<file path="src/qat_pkg.sv">
// shared constants and result type for the quote-aware tokenizer
`default_nettype none

package qat_pkg;

  // byte codes with a special meaning
  localparam logic [7:0] QUOTE_SINGLE = 8'h27;
  localparam logic [7:0] QUOTE_DOUBLE = 8'h22;
  localparam logic [7:0] BACKSLASH    = 8'h5C;

  // delimiter register layout
  localparam int unsigned CFG_WIDTH = 32;
  localparam int unsigned CFG_SLOTS = CFG_WIDTH / 8;
  localparam logic [CFG_WIDTH-1:0] DELIM_RESET = 32'h0A09_2C20;

  // leading quote of the current token
  localparam logic [1:0] LEAD_NONE   = 2'd0;
  localparam logic [1:0] LEAD_SINGLE = 2'd1;
  localparam logic [1:0] LEAD_DOUBLE = 2'd2;

  // one result without its count
  typedef struct packed {
    logic       config_error;
    logic       ends_string;
    logic       ends_token;
    logic       has_byte;
    logic [7:0] out_byte;
  } res_t;

endpackage

`default_nettype wire

</file>
<file path="src/quote_aware_tokenizer_top.sv">
// quote-aware tokenizer: byte stream in, token bytes and marks out
//
//  channel   dir  handshake                 payload
//  s_axis    in   s_axis_tvalid/tready      tdata[7:0] in_byte, tlast end_of_string
//  m_axis    out  m_axis_tvalid/tready      tdata out_byte, token_count; tlast ends_string;
//                                           tuser has_byte, ends_token, config_error
//  cfg       in   cfg_we_i                  cfg_wdata_i delimiter set
//
// one byte is taken per cycle while the buffer has room; the scan state updates in the cycle of the request,
// and a result enters a two-entry output buffer, whose head entry drives m_axis.
// s_axis_tready drops only while both buffer entries are full.
// rst_ni clears the scan state, the count, the buffer and loads the default
// delimiter set (space, comma, tab, newline).
`default_nettype none

module quote_aware_tokenizer_top
  import qat_pkg::*;
#(
  parameter int unsigned DELIMITER_SLOTS = 4,
  parameter int unsigned COUNT_WIDTH     = 16
) (
  input  wire logic                 clk_i,
  input  wire logic                 rst_ni,
  // tdata: [7:0] in_byte
  input  wire logic                 s_axis_tvalid,
  output logic                      s_axis_tready,
  input  wire logic [7:0]           s_axis_tdata,
  input  wire logic                 s_axis_tlast,
  // tdata: [7:0] out_byte, then token_count, zero filled to whole bytes
  output logic                      m_axis_tvalid,
  input  wire logic                 m_axis_tready,
  output logic [((8+COUNT_WIDTH+7)/8)*8-1:0] m_axis_tdata,
  output logic                      m_axis_tlast,
  // tuser: [0] has_byte, [1] ends_token, [2] config_error
  output logic [2:0]                m_axis_tuser,
  input  wire logic                 cfg_we_i,
  input  wire logic [CFG_WIDTH-1:0] cfg_wdata_i
);

  localparam int unsigned USED_SLOTS =
      (DELIMITER_SLOTS < CFG_SLOTS) ? DELIMITER_SLOTS : CFG_SLOTS;
  localparam int unsigned TDATA_W = ((8 + COUNT_WIDTH + 7) / 8) * 8;
  localparam logic [COUNT_WIDTH-1:0] COUNT_MAX = {COUNT_WIDTH{1'b1}};

  typedef enum logic [1:0] {
    MODE_BETWEEN,
    MODE_TOKEN,
    MODE_QUOTED
  } mode_e;

  // scan state
  logic [CFG_WIDTH-1:0]   delim_q;
  mode_e                  mode_q, mode_d;
  logic                   dq_open_q, dq_open_d;
  logic                   prev_bs_q, prev_bs_d;
  logic [1:0]             lead_q, lead_d;
  logic [7:0]             held_q, held_d;
  logic                   held_vld_q, held_vld_d;
  logic [COUNT_WIDTH-1:0] cnt_q, cnt_d;

  // output buffer
  res_t                   slot_res_q [2];
  logic [COUNT_WIDTH-1:0] slot_cnt_q [2];
  logic [1:0]             fill_q;

  logic                   accept, pop, push;
  res_t                   res;
  logic [COUNT_WIDTH-1:0] res_cnt, cnt_inc;
  logic [7:0]             in_b;
  logic                   eos;
  logic                   b_delim, sq_delim, dq_delim, any_delim;
  logic                   quote_in_set, b_quote, final_has;
  logic [7:0]             lead_byte;

  assign in_b   = s_axis_tdata;
  assign eos    = s_axis_tlast;
  assign accept = s_axis_tvalid && s_axis_tready;
  assign pop    = m_axis_tvalid && m_axis_tready;

  // delimiter matching against the used slots
  always_comb begin
    b_delim   = 1'b0;
    sq_delim  = 1'b0;
    dq_delim  = 1'b0;
    any_delim = 1'b0;
    for (int i = 0; i < USED_SLOTS; i++) begin
      if (delim_q[8*i +: 8] != 8'h00) begin
        any_delim = 1'b1;
        if (delim_q[8*i +: 8] == in_b)         b_delim  = 1'b1;
        if (delim_q[8*i +: 8] == QUOTE_SINGLE) sq_delim = 1'b1;
        if (delim_q[8*i +: 8] == QUOTE_DOUBLE) dq_delim = 1'b1;
      end
    end
  end

  assign quote_in_set = sq_delim || dq_delim;
  assign b_quote      = (in_b == QUOTE_SINGLE) || (in_b == QUOTE_DOUBLE);
  assign cnt_inc      = (cnt_q == COUNT_MAX) ? cnt_q : cnt_q + 1'b1;

  // last held byte is dropped when it repeats the leading quote
  assign lead_byte = (lead_q == LEAD_DOUBLE) ? QUOTE_DOUBLE : QUOTE_SINGLE;
  assign final_has = held_vld_q && ((lead_q == LEAD_NONE) || (held_q != lead_byte));

  // one scan step per accepted byte
  always_comb begin
    mode_d     = mode_q;
    dq_open_d  = dq_open_q;
    prev_bs_d  = prev_bs_q;
    lead_d     = lead_q;
    held_d     = held_q;
    held_vld_d = held_vld_q;
    cnt_d      = cnt_q;
    push       = 1'b0;
    res        = '0;
    res_cnt    = cnt_q;

    if (quote_in_set) begin
      mode_d     = MODE_BETWEEN;
      dq_open_d  = 1'b0;
      prev_bs_d  = 1'b0;
      lead_d     = LEAD_NONE;
      held_d     = 8'h00;
      held_vld_d = 1'b0;
      cnt_d      = '0;
      if (eos) begin
        push             = 1'b1;
        res.ends_string  = 1'b1;
        res.config_error = 1'b1;
        res_cnt          = '0;
      end
    end else if (eos) begin
      push            = 1'b1;
      res.ends_string = 1'b1;
      if (mode_q != MODE_BETWEEN) begin
        res.has_byte   = final_has;
        res.out_byte   = final_has ? held_q : 8'h00;
        res.ends_token = 1'b1;
        res_cnt        = cnt_inc;
      end else if (!any_delim && (cnt_q == '0)) begin
        res.ends_token = 1'b1;
        res_cnt        = cnt_inc;
      end
      mode_d     = MODE_BETWEEN;
      dq_open_d  = 1'b0;
      prev_bs_d  = 1'b0;
      lead_d     = LEAD_NONE;
      held_d     = 8'h00;
      held_vld_d = 1'b0;
      cnt_d      = '0;
    end else if (mode_q == MODE_BETWEEN) begin
      // first byte of a token, delimiters skipped
      if (!b_delim) begin
        mode_d    = MODE_TOKEN;
        prev_bs_d = (in_b == BACKSLASH);
        if (b_quote) begin
          lead_d    = (in_b == QUOTE_DOUBLE) ? LEAD_DOUBLE : LEAD_SINGLE;
          dq_open_d = (in_b == QUOTE_DOUBLE);
          mode_d    = MODE_QUOTED;
        end else begin
          held_d     = in_b;
          held_vld_d = 1'b1;
        end
      end
    end else if ((mode_q == MODE_TOKEN) && b_delim) begin
      // delimiter closes the token
      push           = 1'b1;
      res.has_byte   = final_has;
      res.out_byte   = final_has ? held_q : 8'h00;
      res.ends_token = 1'b1;
      res_cnt        = cnt_inc;
      cnt_d          = cnt_inc;
      mode_d         = MODE_BETWEEN;
      dq_open_d      = 1'b0;
      prev_bs_d      = 1'b0;
      lead_d         = LEAD_NONE;
      held_d         = 8'h00;
      held_vld_d     = 1'b0;
    end else begin
      // token byte: release the held one, hold the new one
      if (held_vld_q) begin
        push         = 1'b1;
        res.has_byte = 1'b1;
        res.out_byte = held_q;
      end
      held_d     = in_b;
      held_vld_d = 1'b1;
      if (!prev_bs_q && b_quote) begin
        if (mode_q == MODE_TOKEN) begin
          mode_d    = MODE_QUOTED;
          dq_open_d = (in_b == QUOTE_DOUBLE);
        end else if ((in_b == QUOTE_DOUBLE) == dq_open_q) begin
          mode_d = MODE_TOKEN;
        end
      end
      prev_bs_d = (in_b == BACKSLASH);
    end
  end

  // delimiter register
  always_ff @(posedge clk_i or negedge rst_ni) begin
    if (!rst_ni) begin
      delim_q <= DELIM_RESET;
    end else if (cfg_we_i) begin
      delim_q <= cfg_wdata_i;
    end
  end

  // scan state registers
  always_ff @(posedge clk_i or negedge rst_ni) begin
    if (!rst_ni) begin
      mode_q     <= MODE_BETWEEN;
      dq_open_q  <= 1'b0;
      prev_bs_q  <= 1'b0;
      lead_q     <= LEAD_NONE;
      held_q     <= 8'h00;
      held_vld_q <= 1'b0;
      cnt_q      <= '0;
    end else if (accept) begin
      mode_q     <= mode_d;
      dq_open_q  <= dq_open_d;
      prev_bs_q  <= prev_bs_d;
      lead_q     <= lead_d;
      held_q     <= held_d;
      held_vld_q <= held_vld_d;
      cnt_q      <= cnt_d;
    end
  end

  // two-entry output buffer, entry 0 is the head
  always_ff @(posedge clk_i or negedge rst_ni) begin
    if (!rst_ni) begin
      fill_q <= 2'd0;
    end else begin
      case ({accept && push, pop})
        2'b10:   fill_q <= fill_q + 2'd1;
        2'b01:   fill_q <= fill_q - 2'd1;
        default: fill_q <= fill_q;
      endcase
    end
  end

  always_ff @(posedge clk_i) begin
    case ({accept && push, pop})
      2'b10: begin
        if (fill_q == 2'd0) begin
          slot_res_q[0] <= res;
          slot_cnt_q[0] <= res_cnt;
        end else begin
          slot_res_q[1] <= res;
          slot_cnt_q[1] <= res_cnt;
        end
      end
      2'b01: begin
        slot_res_q[0] <= slot_res_q[1];
        slot_cnt_q[0] <= slot_cnt_q[1];
      end
      2'b11: begin
        if (fill_q == 2'd1) begin
          slot_res_q[0] <= res;
          slot_cnt_q[0] <= res_cnt;
        end else begin
          slot_res_q[0] <= slot_res_q[1];
          slot_cnt_q[0] <= slot_cnt_q[1];
          slot_res_q[1] <= res;
          slot_cnt_q[1] <= res_cnt;
        end
      end
      default: begin
      end
    endcase
  end

  // ports
  assign s_axis_tready = (fill_q != 2'd2);
  assign m_axis_tvalid = (fill_q != 2'd0);
  assign m_axis_tlast  = slot_res_q[0].ends_string;
  assign m_axis_tuser  = {slot_res_q[0].config_error, slot_res_q[0].ends_token,
                          slot_res_q[0].has_byte};
  assign m_axis_tdata  = TDATA_W'({slot_cnt_q[0], slot_res_q[0].out_byte});

endmodule

`default_nettype wire

</file>
<file path="config.mk">
export PLATFORM = sky130hd
export DESIGN_NAME = quote_aware_tokenizer_top
export DESIGN_NICKNAME = d
export VERILOG_FILES = /design/src/qat_pkg.sv /design/src/quote_aware_tokenizer_top.sv
export SDC_FILE = /design/constraint.sdc
export NUM_CORES = 1
export LEC_CHECK = 0
export ABC_AREA = 1
export BUFFER_PORTS_ARGS = -buffer_cell sky130_fd_sc_hd__buf_2
export CORE_ASPECT_RATIO = 0.5
export CORE_UTILIZATION = 45
export DETAILED_ROUTE_END_ITERATION = 8
export HOLD_SLACK_MARGIN = 0.12
export PLACE_DENSITY = 0.66
export SETUP_SLACK_MARGIN = 0.5
export SLEW_MARGIN = 5
export SYNTH_ARGS = -nofsm -noshare
export SYNTH_HDL_FRONTEND = slang
export SYNTH_SLANG_ARGS = --single-unit
export TNS_END_PERCENT = 30
</file>
<file path="constraint.sdc">
create_clock -name clk_i -period 3.4 [get_ports clk_i]
set_input_delay 0.68 -clock clk_i [delete_from_list [all_inputs] [get_ports clk_i]]
set_output_delay 0.68 -clock clk_i [all_outputs]
set_load 0.03 [all_outputs]
</file>
==> After elaboration in Yosys (flattened, before gate mapping) <==
Memory sizes are Yosys's and may differ from the RTL's.
Index checks and enable logic that the tools add are counted.
Widths: inputs -> output; s select.
{ "totals": {"ff_bits": 65, "ramBits": 56, "input_bits": 46, "output_inout_bits": 30, "elab_cells": 204, "mem_count": 2} }
{ "classes": {"n_addsub": 3, "n_eq_ne": 28, "n_mux": 122, "bitwise_logic": 8, "n_reduce_logical": 32} }
{ "memory_table": {"columns": ["name", "words", "word_bits", "read_ports", "rd_clocked_by_memory_dff", "wr", "line", "text"], "rows": [
  ["slot_cnt_q", 2, 16, 2, 0, 2, "quote_aware_tokenizer_top.sv:63", "logic [COUNT_WIDTH-1:0] slot_cnt_q [2];"],
  ["slot_res_q", 2, 12, 2, 0, 2, "quote_aware_tokenizer_top.sv:62", "res_t slot_res_q [2];"]
]} }
{ "op_table": {"columns": ["operator", "count"], "rows": [
  ["$mux 16", 14],
  ["$eq 8x6->1 const B", 10],
  ["$mux 1", 72],
  ["$mux 8", 7],
  ["$mux 12", 4],
  ["$mux 2", 17],
  ["$eq 8x8->1", 4],
  ["$reduce_bool 8->1", 4],
  ["$mux 10", 3],
  ["$mux 9", 3],
  ["$add 16x1->16 const B", 1],
  ["$eq 16x16->1 const B", 1],
  ["$logic_not 16->1", 1],
  ["$ne 4x4->1 const B", 3],
  ["$reduce_bool 5->1", 2],
  ["$eq 8x7->1 const B", 1],
  ["$ne 8x6->1", 1],
  ["$or 1x1->1", 8],
  ["$reduce_and 4->1", 2],
  ["$logic_and 1x1->1", 7],
  ["$eq 2x1->1 const B", 3],
  ["$eq 2x2->1 const B", 3],
  ["$logic_not 2->1", 3],
  ["$reduce_bool 2->1", 3],
  ["other kinds (13)", 16]
]} }

==> Longest topological paths before layout <==
{ "depth": {"ltp_word": 21, "ltp_mapped": 22, "depth_no_buf": 18} }

==> Worst setup path before layout <==
OpenSTA, ideal clock, no wires.
{ "synth_timing": {"path_type": "input to register", "from": "in s_axis_tdata[1]", "to": "mem slot_cnt_q[0][0], enable pin", "setup_ns": 0.417, "arrival_ns": 3.162, "required_time_ns": 2.983, "setup_slack_ns": -0.179, "stages": 13, "path_buffers": 3, "cell_sequence": "buf_4 xor2_1 nor2_1 nand2_1 nor2_1 nor2_2 nand2_4 nand2_2 buf_6 buf_6 nand3_1 nand3_2 o21ai_1"} }
{ "synth_lines": {"columns": ["item", "line", "text"], "rows": [
  ["start, declared", "quote_aware_tokenizer_top.sv:27", "input wire logic [7:0] s_axis_tdata,"],
  ["end, declared", "quote_aware_tokenizer_top.sv:63", null]
]} }

==> results.md <==
- For this block, the routed nets add up to 18480 um of wire.
- Of all flip-flops after synthesis, the portion carrying an async set or reset was 53.72%.
- The placer's final routability congestion estimate is 0.9556.
- Cells fill 53.34% of the core in the end.
- In this run the critical register-to-register path is captured at slot_cnt_q[0][12].
- The number of global-route vias before repair came to 6235.
- For the worst setup path, the data arrival time is 2.96 ns.
- The switching portion of total power is 35.69%.
- The internal power summed over all cells is 3.624 mW.
- Of the synthesized area, sequential elements account for 45.27%.
- The effective utilization at floorplan is 46.82%.
- Using the TritonRoute via totals, the vias-per-cell ratio works out to 5.210.
- The prevailing post-synth register cell is sky130_fd_sc_hd__dfrtp_1.
- The clock tree from TritonCTS is built.
- The number of port buffers is 75.
- The number of hold violations in the final report is 0.
- The top-level port count is 76.
- The flow ran to the end, and the final reports show no timing, DRC or antenna violations.
- The number of nets in the layout is 1027.
- The clock slew seen by the registers of the worst setup and hold paths is 0.06 ns.
- The commonest non-fill, non-tap cell in the layout is sky130_fd_sc_hd__nand2_1.
- Summing every instance area after synthesis gives 7330 um^2.
- Yosys mapped a number of flops with a built-in enable equal to 56.
- The count of pins over their slew limit is 0.
- The die covers 16830 um^2.
- Before antenna repair, the detailed router went through 5 iterations.
- Once detailed placement completed, the half-perimeter wirelength came to 12620 um.
- After floorplanning, the core was divided into 32 placement rows.
- The summed negative setup slack over all endpoints is 0 ns.
- In the layout the commonest cells are 236 x sky130_fd_sc_hd__nand2_1, 112 x sky130_fd_sc_hd__nor2_1, 77 x sky130_fd_sc_hd__inv_1.
- Across every metal layer, demand over resource in global routing totals 23.49%.
- Derived from the worst setup path, the maximum achievable clock frequency is 369.6 MHz.
- The actual transition at the worst max-transition pin is 0.8435 ns.
- The signal on the critical path passes through inv_1 > nand2_1 > nor2_1 > nand2_1 > nor3_1 > nand2_1 > nand2_1 > nand2_1 > nor2_1 > nor2_1 > nand2_1 > nand2_1 > a21oi_1.
- The number of different library cells in the post-synthesis netlist is 44.
- The maximum buffer depth of the clock tree is 2.
- The floorplan step defined a core boundary enclosing 15660 um^2.
- The remaining routing DRC violations is 0.
- Setup violations remaining at the end of the flow were counted as 0.
- The worst hold path belongs to the class primary input to async pin.
- The layout has 1498 filler cells.
- The layout-stage area growth over the synthesis result is 13.93%.
- The category of the critical setup timing path is register to register.
- The number of max-cap violations is 0.
- Once detail routing completed, the nets flagged for antenna violations numbered 0.
- The first-pass GRT wire length is 31070 um.
- The post-route netlist has 18.86% of its cells at a drive strength greater than 1.
- The combinational share of power is 29.9%.
- Measured in cells, the most critical reg-to-reg path has a length of 13.
- Setup repair after global routing could not meet its margin everywhere.
- The number of H-tree levels is 4.
- In the final routed layout, each cell accounts on average for 15.31 um.
- STA classifies the critical path endpoint as a register.
- The worst register-to-register path begins at delim_q[31].
- The synthesized instance count is 928.
- The number of sinks on the clock net is 121.
- The slowest stage of the critical path belongs to the cell sky130_fd_sc_hd__nor3_1.
- The post-synthesis net count is 982.
- The setup check on the worst reg-to-reg path leaves a slack of 0.69 ns.
- The total power divided by cell area is 674.8 nW/um^2.
- For this design the total switching power over the nets is 2.011 mW.
- The via count is 6289.
- Synthesis inferred 121 register bits.
- During synthesis, Yosys emitted a total of 0 warnings.
- Clock latency on the worst-skew pair, taken at its later pin, is 0.40 ns.
- The width of the die is 182.5 um.
- Of the available clock period, the critical path in the final layout requires 79.59%.
- The maximum fanout count along the critical path is 15.
- For this block, the initial DRC count from the detailed router was 403.
- After global routing the overflow that remains totals 0.
- The stage delay of the slowest cell on the critical path is 0.42 ns.
- In this run the vertical extent of the chip is 92.25 um.
- The worst supply voltage drop on vdd is 423.8 uV.
- The register share of total power is 36.8%.
- The final worst slack is 0.6940 ns.
- The clock group share of total power is 33.3%.
- The required time reported for the critical path endpoint is 3.65 ns.
- The number of buffers added by the clock tree synthesis step is 17.
- The leakage power figure is 3.886 nW.
- The cell sitting at the root of the clock tree is a sky130_fd_sc_hd__clkbuf_16.
- The worst clock skew on the final layout is 0.01251 ns.
- Entering global routing, the biggest net connects 66 pins.
- The time the final worst path needs with I/O delays and setup is 2.706 ns.
- The number of antenna diodes in the final layout is 0.
- The cell type with the highest occurrence count on the critical path is sky130_fd_sc_hd__nand2_1.
- The average cell area after synthesis is 7.898 um^2.
- The initial antenna violation count is 0.
- The worst setup path is launched from a register.
- The pre-CTS setup slack is 0.3582 ns.
- In this run the tightest slew margin relative to its limit is 43.77%.
==> worst max path at each step <==
| stage | start | depth (start not counted) | to | slack (ns) |
|---|---|---|---|---|
| 2_1_floorplan | s_axis_tdata[1] | 20 | slot_cnt_q[0][5] | 0.39 |
| 3_3_place_gp | s_axis_tdata[0] | 19 | slot_res_q[0][11] | 0.43 |
| 3_5_place_dp | s_axis_tdata[0] | 19 | slot_res_q[0][11] | 0.36 |
| 4_1_cts | delim_q[27] | 11 | cnt_q[12] | 0.55 |
| 5_1_grt | delim_q[23] | 13 | slot_cnt_q[0][12] | 0.44 |
| 6_report | delim_q[31] | 13 | slot_cnt_q[0][12] | 0.69 |
==> per-stage QoR <==
step	hold slack (ns)	area, um^2	std cells	total power, mW
6_report	0.4653	8351	1207	5.635
5_1_grt	0.4950	8351	1207	5.943
3_3_place_gp	0.4705	7711	1174	3.743
4_1_cts	0.4754	8328	1206	5.657
3_5_place_dp	0.4697	7711	1174	3.779
2_1_floorplan	0.3844	7347	928	3.430
==> Yosys cell counts, types with 3 or more instances <==
cell type                    n  area [um^2]
sky130_fd_sc_hd__edfxtp_1   56         1682
sky130_fd_sc_hd__dfstp_2     8        210.2
sky130_fd_sc_hd__o21ai_2     9        78.83
sky130_fd_sc_hd__dfrtp_1    57         1426
sky130_fd_sc_hd__o22ai_1    16        100.1
sky130_fd_sc_hd__buf_2       8        40.04
sky130_fd_sc_hd__a21oi_1    23        115.1
sky130_fd_sc_hd__inv_2      12        45.04
sky130_fd_sc_hd__clkbuf_1   19        71.32
sky130_fd_sc_hd__xor2_1     23        201.4
sky130_fd_sc_hd__buf_1       3        11.26
sky130_fd_sc_hd__nand3_2     4        40.04
sky130_fd_sc_hd__nand3_1    65        325.3
sky130_fd_sc_hd__o21ai_1     3        15.01
sky130_fd_sc_hd__nand2_2     3        18.77
sky130_fd_sc_hd__nor3_1     10        50.05
sky130_fd_sc_hd__buf_6       3        33.78
sky130_fd_sc_hd__nand2_1   238        893.4
sky130_fd_sc_hd__clkinv_1    4        15.01
sky130_fd_sc_hd__o21ai_0    56        280.3
sky130_fd_sc_hd__nand4_1    26        162.7
sky130_fd_sc_hd__nor2_1    112        420.4
sky130_fd_sc_hd__xnor2_1     3        26.28
sky130_fd_sc_hd__buf_4      32        240.2
sky130_fd_sc_hd__inv_1      78        292.8
sky130_fd_sc_hd__ha_1        8        100.1
sky130_fd_sc_hd__nor2_2      5        31.28
sky130_fd_sc_hd__mux2_2     12        135.1
sky130_fd_sc_hd__a21boi_0   14        105.1
==> layer usage <==
layer,up-vias,track usage (%),part of all wire [%]
li1,3103,-,-
met1,2940,32.40,49
met2,221,38.10,45
met3,25,3.693,5.3
met4,0,7.003,1.2
met5,-,0,0
==> flip-flops by register name, summed over array words and instances, names as in the netlist <==
signal and cells:
held_q 8, dq_open_q 1, slot_res_q 24, prev_bs_q 1
slot_cnt_q 32, fill_q 2, cnt_q 16, held_vld_q 1
delim_q 32, mode_q 2, lead_q 2
==> area by class of cell <==
type,instances,area [um^2],area share [%]
Multi-Input combinational cell,648,3283,39.32
Clock inverter,6,86.33,1.034
Tap cell,221,276.5,3.311
Sequential cell,121,3318,39.74
Inverter,94,356.6,4.270
Timing Repair inverter,1,5.005,0.05993
Timing Repair Buffer,90,494.2,5.918
Clock buffer,26,530.5,6.353
==> power by group through the flow <==
| stage | Clock (mW) | Sequential (mW) | Combinational, mW |
|---|---|---|---|
| after detailed placement | 0 | 2.10 | 1.68 |
| final | 1.88 | 2.07 | 1.69 |
| after global placement | 0 | 2.09 | 1.65 |
| after CTS | 1.90 | 2.08 | 1.68 |
| after floorplan | 0 | 2.06 | 1.37 |
| after global routing | 1.96 | 2.11 | 1.87 |
==> kinds of logic after synthesis <==
family | Yosys count | synth area share [%]
adders and majority gates | 8 | 1.366
AOI/OAI and AO/OA | 128 | 10.46
muxes | 12 | 1.844
DFF | 121 | 45.27
xor gates and xnor gates | 26 | 3.107
and+or+nand+nor | 474 | 27.72
buffers and inverters | 159 | 10.23
==> what timing repair did <==
action,CTS,global route
setup endpoints to repair,0,73
resized for setup,0,6
buffers inserted,0,0
hold buffers,0,0
==> critical path: cells and delay by family, from the launching register on <==
family	cells	cell delay (ns)
compound gates	1	0.15
simple gates	11	1.91
buf+inv	1	0.10
flops	1	0.39
Power figures use the tool's default switching activity.
